**config.mk**
```make
export PLATFORM = sky130hd
export DESIGN_NAME = alsd_frame_seq
export DESIGN_NICKNAME = d
export VERILOG_FILES = /design/src/design/addressable_led_strip_driver_core_macros.svh /design/src/design/alsd_pkg.sv /design/src/design/alsd_frame_seq.sv
export SDC_FILE = /design/constraint.sdc
export NUM_CORES = 1
export LEC_CHECK = 0
export BUFFER_PORTS_ARGS = -buffer_cell sky130_fd_sc_hd__buf_4
export CORE_MARGIN = 2
export CORE_UTILIZATION = 35
export DETAILED_ROUTE_END_ITERATION = 8
export PLACE_DENSITY = 0.58
export SYNTH_ARGS = -nofsm -noshare
export SYNTH_HDL_FRONTEND = slang
export SYNTH_SLANG_ARGS = --single-unit
```
**constraint.sdc**
```tcl
create_clock -name clk -period 3.9 [get_ports clk]
set_input_delay 0.78 -clock clk [delete_from_list [all_inputs] [get_ports clk]]
set_output_delay 0.78 -clock clk [all_outputs]
set_load 0.005 [all_outputs]
```
**src/design/addressable_led_strip_driver_core_macros.svh**
```systemverilog
// assertion macros for the led strip driver core
// expects clk and rst_n in the scope where the macros are used
`ifndef ADDRESSABLE_LED_STRIP_DRIVER_CORE_MACROS_SVH
`define ADDRESSABLE_LED_STRIP_DRIVER_CORE_MACROS_SVH

// same-cycle implication, disabled while in reset
`define ALSD_ASSERT_IMPLIES(label, ante, cons, msg) \
    label: assert property (@(posedge clk) disable iff (!rst_n) (ante) |-> (cons)) \
        else $error(msg);

// next-cycle implication, disabled while in reset
`define ALSD_ASSERT_NEXT(label, ante, cons, msg) \
    label: assert property (@(posedge clk) disable iff (!rst_n) (ante) |=> (cons)) \
        else $error(msg);

`endif

```
**src/design/alsd_pkg.sv**
```systemverilog
// shared types and constants of the led strip driver core
// no dependencies
`default_nettype none

package alsd_pkg;

    // input op codes
    localparam logic [1:0] OP_TICK  = 2'd0;
    localparam logic [1:0] OP_SET   = 2'd1;
    localparam logic [1:0] OP_FILL  = 2'd2;
    localparam logic [1:0] OP_START = 2'd3;

    // configuration register indexes
    localparam int CFG_INDEX_W = 3;
    localparam logic [CFG_INDEX_W-1:0] REG_LED_COUNT       = 3'd0;
    localparam logic [CFG_INDEX_W-1:0] REG_ONE_HIGH_TICKS  = 3'd1;
    localparam logic [CFG_INDEX_W-1:0] REG_ONE_LOW_TICKS   = 3'd2;
    localparam logic [CFG_INDEX_W-1:0] REG_ZERO_HIGH_TICKS = 3'd3;
    localparam logic [CFG_INDEX_W-1:0] REG_ZERO_LOW_TICKS  = 3'd4;
    localparam logic [CFG_INDEX_W-1:0] REG_RESET_TICKS     = 3'd5;

    // configuration reset values
    localparam logic [8:0]  LED_COUNT_RST       = 9'd1;
    localparam logic [7:0]  ONE_HIGH_TICKS_RST  = 8'd20;
    localparam logic [7:0]  ONE_LOW_TICKS_RST   = 8'd5;
    localparam logic [7:0]  ZERO_HIGH_TICKS_RST = 8'd5;
    localparam logic [7:0]  ZERO_LOW_TICKS_RST  = 8'd20;
    localparam logic [15:0] RESET_TICKS_RST     = 16'd6000;

    // live timing configuration seen by the frame sequencer
    typedef struct packed {
        logic [8:0]  led_count;
        logic [7:0]  one_high_ticks;
        logic [7:0]  one_low_ticks;
        logic [7:0]  zero_high_ticks;
        logic [7:0]  zero_low_ticks;
        logic [15:0] reset_ticks;
    } timing_cfg_t;

    // one result item
    typedef struct packed {
        logic pin_level;
        logic busy_res;
        logic frame_done;
    } result_t;

endpackage

`default_nettype wire

```
**src/design/alsd_frame_seq.sv**
```systemverilog
// frame sequencer: leading low, bit pulses per led, closing low
// depends on alsd_pkg; prefetches colors from alsd_color_store ahead of use through its registered read
`default_nettype none

module alsd_frame_seq
    import alsd_pkg::*;
#(
    parameter int MAX_LEDS = 256
) (
    input  logic clk,
    input  logic rst_n,
    input  timing_cfg_t cfg,
    input  logic tick_en,
    input  logic start_en,
    input  logic [23:0] rd_data,
    output logic [((MAX_LEDS > 1) ? $clog2(MAX_LEDS) : 1)-1:0] rd_addr,
    output logic [(($clog2(MAX_LEDS + 1) > 9) ? $clog2(MAX_LEDS + 1) : 9)-1:0] active_count,
    output logic busy,
    output result_t res
);

    localparam int AW = (MAX_LEDS > 1) ? $clog2(MAX_LEDS) : 1;
    localparam int NW = $clog2(MAX_LEDS + 1);
    localparam int CW = (NW > 9) ? NW : 9;
    localparam logic [CW-1:0] MAX_COUNT = CW'(MAX_LEDS);

    localparam logic [2:0] PH_IDLE = 3'd0;
    localparam logic [2:0] PH_LEAD = 3'd1;
    localparam logic [2:0] PH_HIGH = 3'd2;
    localparam logic [2:0] PH_LOW  = 3'd3;
    localparam logic [2:0] PH_TAIL = 3'd4;

    logic [2:0]    phase_reg,   phase_next;
    logic [AW-1:0] led_ptr_reg, led_ptr_next;
    logic [4:0]    bit_ptr_reg, bit_ptr_next;
    logic [15:0]   tick_reg,    tick_next;
    logic [23:0]   shift_reg,   shift_next;
    logic          line_reg,    line_next;
    logic          done;

    logic [15:0]   tick_inc;
    logic [4:0]    bit_inc;
    logic [CW-1:0] led_following;
    logic [15:0]   reset_lim;
    logic [15:0]   high_lim;
    logic [15:0]   low_lim;
    logic [CW-1:0] led_count_ext;
    logic [23:0]   loaded_word;

    function automatic logic [15:0] at_least_one(input logic [15:0] v);
        return (v == 16'd0) ? 16'd1 : v;
    endfunction

    // effective count, clamped to the store depth
    assign led_count_ext = CW'(cfg.led_count);
    assign active_count  = (led_count_ext > MAX_COUNT) ? MAX_COUNT : led_count_ext;

    // pulse limits for the bit in flight
    assign tick_inc      = tick_reg + 16'd1;
    assign bit_inc       = bit_ptr_reg + 5'd1;
    assign led_following = CW'(led_ptr_reg) + CW'(1);
    assign reset_lim     = at_least_one(cfg.reset_ticks);
    assign high_lim      = at_least_one(shift_reg[23] ? {8'd0, cfg.one_high_ticks}
                                                      : {8'd0, cfg.zero_high_ticks});
    assign low_lim       = at_least_one(shift_reg[23] ? {8'd0, cfg.one_low_ticks}
                                                      : {8'd0, cfg.zero_low_ticks});

    // wire order green, red, blue
    assign loaded_word = {rd_data[15:8], rd_data[23:16], rd_data[7:0]};

    // prefetch address: the led that follows the one in flight
    always_comb
    begin
        unique case (phase_reg) inside
            PH_HIGH, PH_LOW:
                rd_addr = (led_following >= MAX_COUNT) ? '0 : led_following[AW-1:0];
            default:
                rd_addr = '0;
        endcase
    end

    // next state per accepted item
    always_comb
    begin
        phase_next   = phase_reg;
        led_ptr_next = led_ptr_reg;
        bit_ptr_next = bit_ptr_reg;
        tick_next    = tick_reg;
        shift_next   = shift_reg;
        line_next    = line_reg;
        done         = 1'b0;
        if (start_en)
        begin
            phase_next   = PH_LEAD;
            tick_next    = '0;
            led_ptr_next = '0;
            bit_ptr_next = '0;
            shift_next   = '0;
            line_next    = 1'b0;
        end
        else if (tick_en)
        begin
            unique case (phase_reg)
                PH_LEAD:
                begin
                    line_next = 1'b0;
                    tick_next = tick_inc;
                    if (tick_inc >= reset_lim)
                    begin
                        tick_next    = '0;
                        led_ptr_next = '0;
                        if (active_count != '0)
                        begin
                            shift_next   = loaded_word;
                            bit_ptr_next = '0;
                            phase_next   = PH_HIGH;
                        end
                        else
                            phase_next = PH_TAIL;
                    end
                end
                PH_HIGH:
                begin
                    line_next = 1'b1;
                    tick_next = tick_inc;
                    if (tick_inc >= high_lim)
                    begin
                        tick_next  = '0;
                        phase_next = PH_LOW;
                    end
                end
                PH_LOW:
                begin
                    line_next = 1'b0;
                    tick_next = tick_inc;
                    if (tick_inc >= low_lim)
                    begin
                        tick_next    = '0;
                        bit_ptr_next = bit_inc;
                        shift_next   = {shift_reg[22:0], 1'b0};
                        phase_next   = PH_HIGH;
                        if (bit_inc >= 5'd24)
                        begin
                            if (led_following >= active_count)
                            begin
                                led_ptr_next = '0;
                                bit_ptr_next = '0;
                                phase_next   = PH_TAIL;
                            end
                            else
                            begin
                                led_ptr_next = led_following[AW-1:0];
                                shift_next   = loaded_word;
                                bit_ptr_next = '0;
                            end
                        end
                    end
                end
                PH_TAIL:
                begin
                    line_next = 1'b0;
                    tick_next = tick_inc;
                    if (tick_inc >= reset_lim)
                    begin
                        tick_next  = '0;
                        phase_next = PH_IDLE;
                        done       = 1'b1;
                    end
                end
                default:
                begin
                    phase_next = PH_IDLE;
                    line_next  = 1'b0;
                end
            endcase
        end
    end

    // sequencer registers
    always_ff @(posedge clk or negedge rst_n)
    begin
        if (!rst_n)
        begin
            phase_reg   <= PH_IDLE;
            led_ptr_reg <= '0;
            bit_ptr_reg <= '0;
            tick_reg    <= '0;
            shift_reg   <= '0;
            line_reg    <= 1'b0;
        end
        else
        begin
            phase_reg   <= phase_next;
            led_ptr_reg <= led_ptr_next;
            bit_ptr_reg <= bit_ptr_next;
            tick_reg    <= tick_next;
            shift_reg   <= shift_next;
            line_reg    <= line_next;
        end
    end

    // result of the item handled this cycle
    assign busy           = (phase_reg != PH_IDLE);
    assign res.pin_level  = line_next;
    assign res.busy_res   = (phase_next != PH_IDLE);
    assign res.frame_done = done;

endmodule

`default_nettype wire

```
==> qor.yml, run 1 <==
clock_network:
  cts.path.max_buffers: 2
  clock_sinks: 57
  cts_buffers: 9
  clkTransAtPathRegs_ns: 0.05
  cts_tree: "yes"
  ctsHoldBuffers: 0
  cts_root_buf: "clkbuf_16"
  cts_max_level: 3
  clk_latency_ns: 0.33
finish:
  final_area_um2: 6700
  multiInputGateArea_um2: 3140
  syn2layout_area_growth_pct: 42.9
  largest_reg_flops: 24
  fillers: 1279
  n_antenna_cell: 0
  register_area_um2: 1430
  nets: 855
  postLayoutCoreUtil: 0.510
  drive_gt1_frac: 0.341
sta:
  finalClockSkew_ns: 0.00706
  finalCritPeriodShare: 1.18
  slew_headroom: 0.304
  hold_viol: 0
  layout_min_cycle_time_ns: 4.58
  final-setup-viol-count: 1
  hold_ws_ns: 0.522
  finalMaxSlewViolations: 0
  rsz0062_at_grt: "yes"
  max_freq_ghz: 0.218
  worst_pin_slew_ns: 1.04
  setup_ws_ns: -0.683
  finalSetupTns_ns: -0.683
synth:
  syn_avg_cell_area_um2: 8.65
  syn-instance-count: 542
  syn_nets: 672
  synth-seq-cells: 57
  ys_seq_area_frac: 0.304
  synthArstFlopShare: 1.00
  synth_top_area_frac: 0.304
  synth_area_leader_cell: "dfrtp_1"
  synth.cell_area_um2: 4690
  synth_top_flop_cell: "dfrtp_1"
  yosysWarnings: 0
  yosys.cell_types.count: 60
  synth_edf_count: 0
  synth_top_cells_by_area: "dfrtp_1 30%, ha_1 12%, mux2i_1 8.3%"
floorplanning:
  die_h_um: 120
  die_x_um: 120
  ios: 106
  rows: 42
  start_util: 0.357
  core_region_area_um2: 13100
  die_area_um2: 14300
grt:
  grt-ovfl-total: 0
  grt_pass1_vias: 4654
  antenna_found_initial: 0
  grt_use_total: 0.184
  grt_max_degree: 58
  grt_pass1_wl_um: 21600
route:
  route.vias.total: 4664
  wl_um: 13000
  drcViolationCount: 0
  wl_per_cell_um: 14.3
  drt_iter0_drc: 202
  drtPass1Iterations: 5
  vias_per_cell: 5.15
  antenna_left: 0
critical_path:
  cp_common_cell: "nand4_1"
  crit_path_start_kind: "flop"
  path_class: "flop to output pin"
  critPathSlowestCell: "or4b_4"
  critical_path_buf_inv_count: 3
  r2r-start: "tick_reg[0]"
  crit_chain: "nand4_1 -> nor4_4 -> buf_4 -> nand2b_4 -> nand2_2 -> ha_4 -> nand4_1 -> nor3_2 -> o311ai_1 -> nand4_1 -> buf_4 -> o31ai_2 -> a21oi_1 -> o211ai_1 -> or4b_4 -> buf_6"
  crit_required_ns: 3.12
  cp-end-kind: "output pin"
  reg2reg_to: "shift_reg[8]"
  critPathCapture: "res[1]"
  crit_start: "tick_reg[9]"
  cpPeakStageDelay_ns: 0.54
  arrival_ns: 3.80
  crit_fanout: 4
  rr_worst_depth: 16
  cpLargestDelayFamily: "simple AND/OR/NAND/NOR gates"
  worst-r2r-setup-slack_ns: 0.27
  crit_cells: 16
placement:
  hpwl_um: 9970
  io_buffer_count: 105
  place_area_um2: 6230
  gp_congestion: 0.864
pwr:
  total_power_w: 0.00154
  ir_drop_mv: 0.196
  power.density_nw_per_um2: 229
  leakage_nw: 3.35
run_status:
  outcome: "finished, violations left"
  violations: "negative setup slack"
hold_path:
  hold_path.class: "input port to asynchronous set/reset pin"
job:
  drv_cap: 0
## cells in the mapped netlist, drive strengths merged, types with 3 or more instances
cell type  instances
xor2               5
buf               13
nand4             12
nor3              11
nor4               9
and3               6
a211oi            25
nand2b            12
nand3             18
mux2i             39
nor2              47
a31oi              3
xnor2             10
nand4b             3
nand2             50
a22o               5
inv               31
and2               4
or3                6
a21oi             21
clkbuf            12
a21o              16
dfrtp             57
or2                5
o21ai             27
a211o              4
o31ai             10
nor2b              8
ha                45
o2111ai            3
## kinds of logic after synthesis
logic type,synth area share
buffers and inverters,0.0526
XOR/XNOR,0.0280
adder cells (fa/ha/maj),0.120
AND/OR/NAND/NOR,0.219
flip-flops,0.304
multiplexers,0.0833
AO/OA/AOI/OAI,0.193
## cell usage in the layout, fill, tap and decap left out, types with 4 or more instances in the layout
cell,count
a211o_1,4
a211oi_1,22
a21o_1,16
a21oi_1,21
a22o_1,5
and2_1,4
and3_1,6
buf_4,193
clkbuf_16,9
dfrtp_1,53
dfrtp_2,4
ha_1,43
inv_1,31
mux2i_1,39
nand2_1,47
nand2b_1,11
nand3_1,15
nand4_1,10
nor2_1,46
nor2b_1,8
nor3_1,8
nor4_1,8
o21ai_0,23
o31ai_1,9
or2_2,5
or3_1,5
xnor2_1,8
xor2_1,5
## power breakdown
group          leakage, nW  switching (W)  internal, W
Clock                0.135       0.000270     0.000444
Sequential           0.783     0.00000175     0.000594
Combinational         2.43       0.000102     0.000124
## routing by layer
layer  up-vias  wire length (um)  GRT usage  part of all wire
met4         0               143     0.0353             0.011
li1       2352                 -          -                 -
met5         -                 0          0                 0
met1      2197              5890      0.241              0.45
met2       103              6280      0.311              0.48
met3        12               681     0.0456             0.052
## through the flow
| step | cells | setup WS (ns) |
|---|---|---|
| final | 906 | -0.683 |
| after global placement | 879 | -0.505 |
| after CTS | 902 | -0.651 |
| after global routing | 906 | -0.830 |
| after floorplan | 542 | 0.00876 |
| after detailed placement | 879 | -0.549 |
## what timing repair did
item / 4_1_cts / 5_1_grt
setup endpoints to repair: 2 / 30
gates cloned: 0 / 0
setup buffers: 7 / 4
pin swaps: 13 / 11
gates resized for setup: 8 / 18
## worst min-delay path by stage
stage                    from             end  slack, ns
4_1_cts          shift_reg[0]    shift_reg[0]       0.53
2_1_floorplan    tick_reg[15]    tick_reg[15]       0.47
5_1_grt          shift_reg[0]    shift_reg[0]       0.56
3_3_place_gp   led_ptr_reg[7]  led_ptr_reg[7]       0.51
6_report                rst_n    shift_reg[7]       0.52
3_5_place_dp     shift_reg[0]    shift_reg[0]       0.52
## area by class of cell
cell class / instances / share of cell area
Clock buffer: 11 / 0.0362
Clock inverter: 5 / 0.00467
Inverter: 32 / 0.0179
Multi-Input combinational cell: 428 / 0.469
Sequential cell: 57 / 0.214
Tap cell: 176 / 0.0329
Timing Repair Buffer: 197 / 0.226
Note: power is estimated with default switching activity, not from simulation.
==> inputs of run 2 (changes only) <==
- BUFFER_PORTS_ARGS: -buffer_cell sky130_fd_sc_hd__buf_4 -> -buffer_cell sky130_fd_sc_hd__clkbuf_2
- GPL_TIMING_DRIVEN: not set -> 0
==> run 2 against run 1 <==
The run still ends with negative setup slack left. Largest power group unchanged. Highest routed layer unchanged. Critical path depth is the same. Global-route usage fell by 0.055 points. First-iteration DRC count up 9.4%. Combinational power shrank 17%. Fmax rose by 0.18%. Sequential power is essentially flat. Total power is 6.7% higher. Critical endpoint unchanged. Register-to-register slack got worse by 0.68 ns. Clock skew is essentially flat. Cell count down 3.9%. Sequential cell count unchanged. Setup slack improved by 0.0083 ns.
==> qor.yml, run 2 (synthesis gave the netlist of run 1 again) <==
route:
  highest_layer: "met4"  # unchanged
  routedLengthMet1_um: 5990  # was 5890 um
  wl_met3_um: 699  # was 681 um
  drt_iter0_drc: 221  # was 202
  vias_per_cell: 5.29  # was 5.15
  route.vias.total: 4611  # was 4664
  antenna_left: 0  # unchanged
  wl_um: 13200  # was 13000 um
  wl_per_cell_um: 15.1  # was 14.3 um
  drtPass1Iterations: 5  # unchanged
  wl_met2_um: 6280  # about the same
  drcViolationCount: 0  # unchanged
pwr:
  ir_drop_mv: 0.229  # was 0.196 mV
  power.density_nw_per_um2: 262  # was 229 nW/um2
  leakage_nw: 3.13  # was 3.35 nW
sta:
  finalSetupTns_ns: -1.16  # was -0.683 ns
  setup_ws_ns: -0.675  # was -0.683 ns
  slew_headroom: 0.433  # was 0.304
  hold_viol: 0  # unchanged
  worst_pin_slew_ns: 0.851  # was 1.04 ns
  max_freq_ghz: 0.219  # was 0.218 GHz
  finalMaxSlewViolations: 0  # unchanged
  finalClockSkew_ns: 0.00674  # was 0.00706 ns
  rsz0062_at_grt: "yes"  # unchanged
  layout_min_cycle_time_ns: 4.57  # was 4.58 ns
  final-setup-viol-count: 3  # was 1
  finalCritPeriodShare: 1.17  # was 1.18
floorplanning:
  die_x_um: 120  # unchanged
  die_area_um2: 14300  # unchanged
  ios: 106  # unchanged
  die_h_um: 120  # unchanged
  core_region_area_um2: 13100  # unchanged
  start_util: 0.357  # unchanged
  rows: 42  # unchanged
critical_path:
  arrival_ns: 3.79  # was 3.80 ns
  crit_required_ns: 3.12  # about the same
  crit_chain: "buf_6 -> nand4_1 -> nor4_4 -> nand3_2 -> xnor2_2 -> ha_1 -> nand4_1 -> nor3_2 -> o311ai_1 -> nand4_1 -> buf_6 -> o31ai_4 -> a21oi_2 -> o211ai_1 -> or4b_4 -> clkbuf_2"  # was nand4_1 -> nor4_4 -> buf_4 -> nand2b_4 -> nand2_2 -> ha_4 -> nand4_1 -> nor3_2 -> o311ai_1 -> nand4_1 -> buf_4 -> o31ai_2 -> a21oi_1 -> o211ai_1 -> or4b_4 -> buf_6
  cpPeakStageDelay_ns: 0.55  # was 0.54 ns
  critPathSlowestCell: "or4b_4"  # unchanged
  cp-end-kind: "output pin"  # unchanged
  rr_worst_depth: 27  # was 16
  path_class: "flop to output pin"  # unchanged
  cp_common_cell: "nand4_1"  # unchanged
  crit_path_start_kind: "flop"  # unchanged
  crit_fanout: 7  # was 4
grt:
  grt-ovfl-total: 0  # unchanged
  grt_max_degree: 58  # unchanged
  grt_use_total: 0.184  # about the same
  grt_pass1_vias: 4601  # was 4654
  grt_pass1_wl_um: 21400  # was 21600 um
  antenna_found_initial: 0  # unchanged
finish:
  fin_cells: 871  # was 906
  postLayoutCoreUtil: 0.477  # was 0.510
  fillers: 1305  # was 1279
  layout_common_cells: "104 x clkbuf_2, 50 x dfrtp_1, 47 x nand2_1, 46 x nor2_1, 44 x ha_1"  # was 193 x buf_4, 53 x dfrtp_1, 47 x nand2_1, 46 x nor2_1, 43 x ha_1
  nets: 820  # was 855
  multiInputGateArea_um2: 3190  # was 3140 um2
  syn2layout_area_growth_pct: 33.6  # was 42.9%
  largest_reg_flops: 24  # unchanged
  final_common_cell: "clkbuf_2"  # was buf_4
  register_area_um2: 1440  # was 1430 um2
  drive_gt1_frac: 0.309  # was 0.341
  n_antenna_cell: 0  # unchanged
clock_network:
  clock_sinks: 57  # unchanged
  cts_max_level: 3  # unchanged
  cts.path.max_buffers: 2  # unchanged
  clk_latency_ns: 0.33  # about the same
  cts_root_buf: "clkbuf_16"  # unchanged
  cts_buffers: 9  # unchanged
  clkTransAtPathRegs_ns: 0.06  # was 0.05 ns
  cts_tree: "yes"  # unchanged
placement:
  dp.cells: 822  # was 879
  gp_congestion: 0.868  # was 0.864
  pre_cts_slack_ns: -0.770  # was -0.549 ns
  io_buffer_count: 104  # was 105
  hpwl_um: 9540  # was 9970 um
run_status:
  outcome: "finished, violations left"  # unchanged
  violations: "negative setup slack"  # unchanged
hold_path:
  hold_path.class: "flop to flop"  # was input port to asynchronous set/reset pin
  hold_depth: 2
job:
  drv_cap: 0  # unchanged
==> run 2: cell types whose count changed in the layout (fill, tap and decap cells not counted), moves of 3 or more <==
cell	change
buf_2	+5
clkbuf_1	+6
clkbuf_2	+104
dfrtp_2	+3
clkbuf_4	+3
a21oi_2	+3
a21oi_1	-3
buf_4	-167
dfrtp_1	-3
mux2i_1	-3
buf_6	+13
==> run 2: per-layer routing <==
metal  GRT usage  up-vias
li1            -     2277
met1       0.245     2179
met2       0.296      142
met3      0.0394       13
met4      0.0632        0
met5           0        -
==> run 2: where the power goes <==
part           switching, W  leakage, nW  internal [W]
Combinational      0.000102         2.19     0.0000862
Sequential       0.00000252        0.779      0.000594
Clock              0.000296        0.155      0.000559
==> run 2: metrics by stage <==
step	total power, W	area (um2)	hold WS [ns]
floorplan	0.000691	4690	0.470
finish	0.00164	6260	0.507
CTS	0.00165	6110	0.510
global placement	0.000774	5430	0.486
detailed placement	0.000780	5440	0.497
global route	0.00171	6260	0.530
==> run 2: what timing repair did <==
action	in CTS	in global routing
pin swaps	13	14
setup endpoints to repair	43	41
setup buffers	28	9
resized for setup	37	27
hold buffers	0	0
==> run 2: worst max-delay path: cells and delay by family, from the launching register on <==
family	cells	cell delay (ns)
simple gates	7	1.73
compound gates	4	0.52
buf+inv	3	0.40
flops	1	0.34
fa+ha+maj	1	0.31
xor+xnor	1	0.18
==> run 2: cell type report <==
cell class | count | area share
Sequential cell | 57 | 0.229
Multi-Input combinational cell | 428 | 0.509
Timing Repair Buffer | 140 | 0.133
Inverter | 32 | 0.0192
Tap cell | 176 | 0.0352
Clock buffer | 9 | 0.0360
Buffer | 22 | 0.0228
Clock inverter | 7 | 0.0152
==> run 2: worst paths after layout <==
check | startpoint | to | slack, ns
setup / recovery | tick_reg[7] | res[1] | -0.67
hold / removal | tick_reg[15] | tick_reg[15] | 0.51
setup reg to reg | tick_reg[7] | phase_reg[0] | -0.41
hold reg to reg | tick_reg[15] | tick_reg[15] | 0.51
max in group asynchronous | rst_n | tick_reg[0] | 2.70
min in group asynchronous | rst_n | shift_reg[9] | 0.58
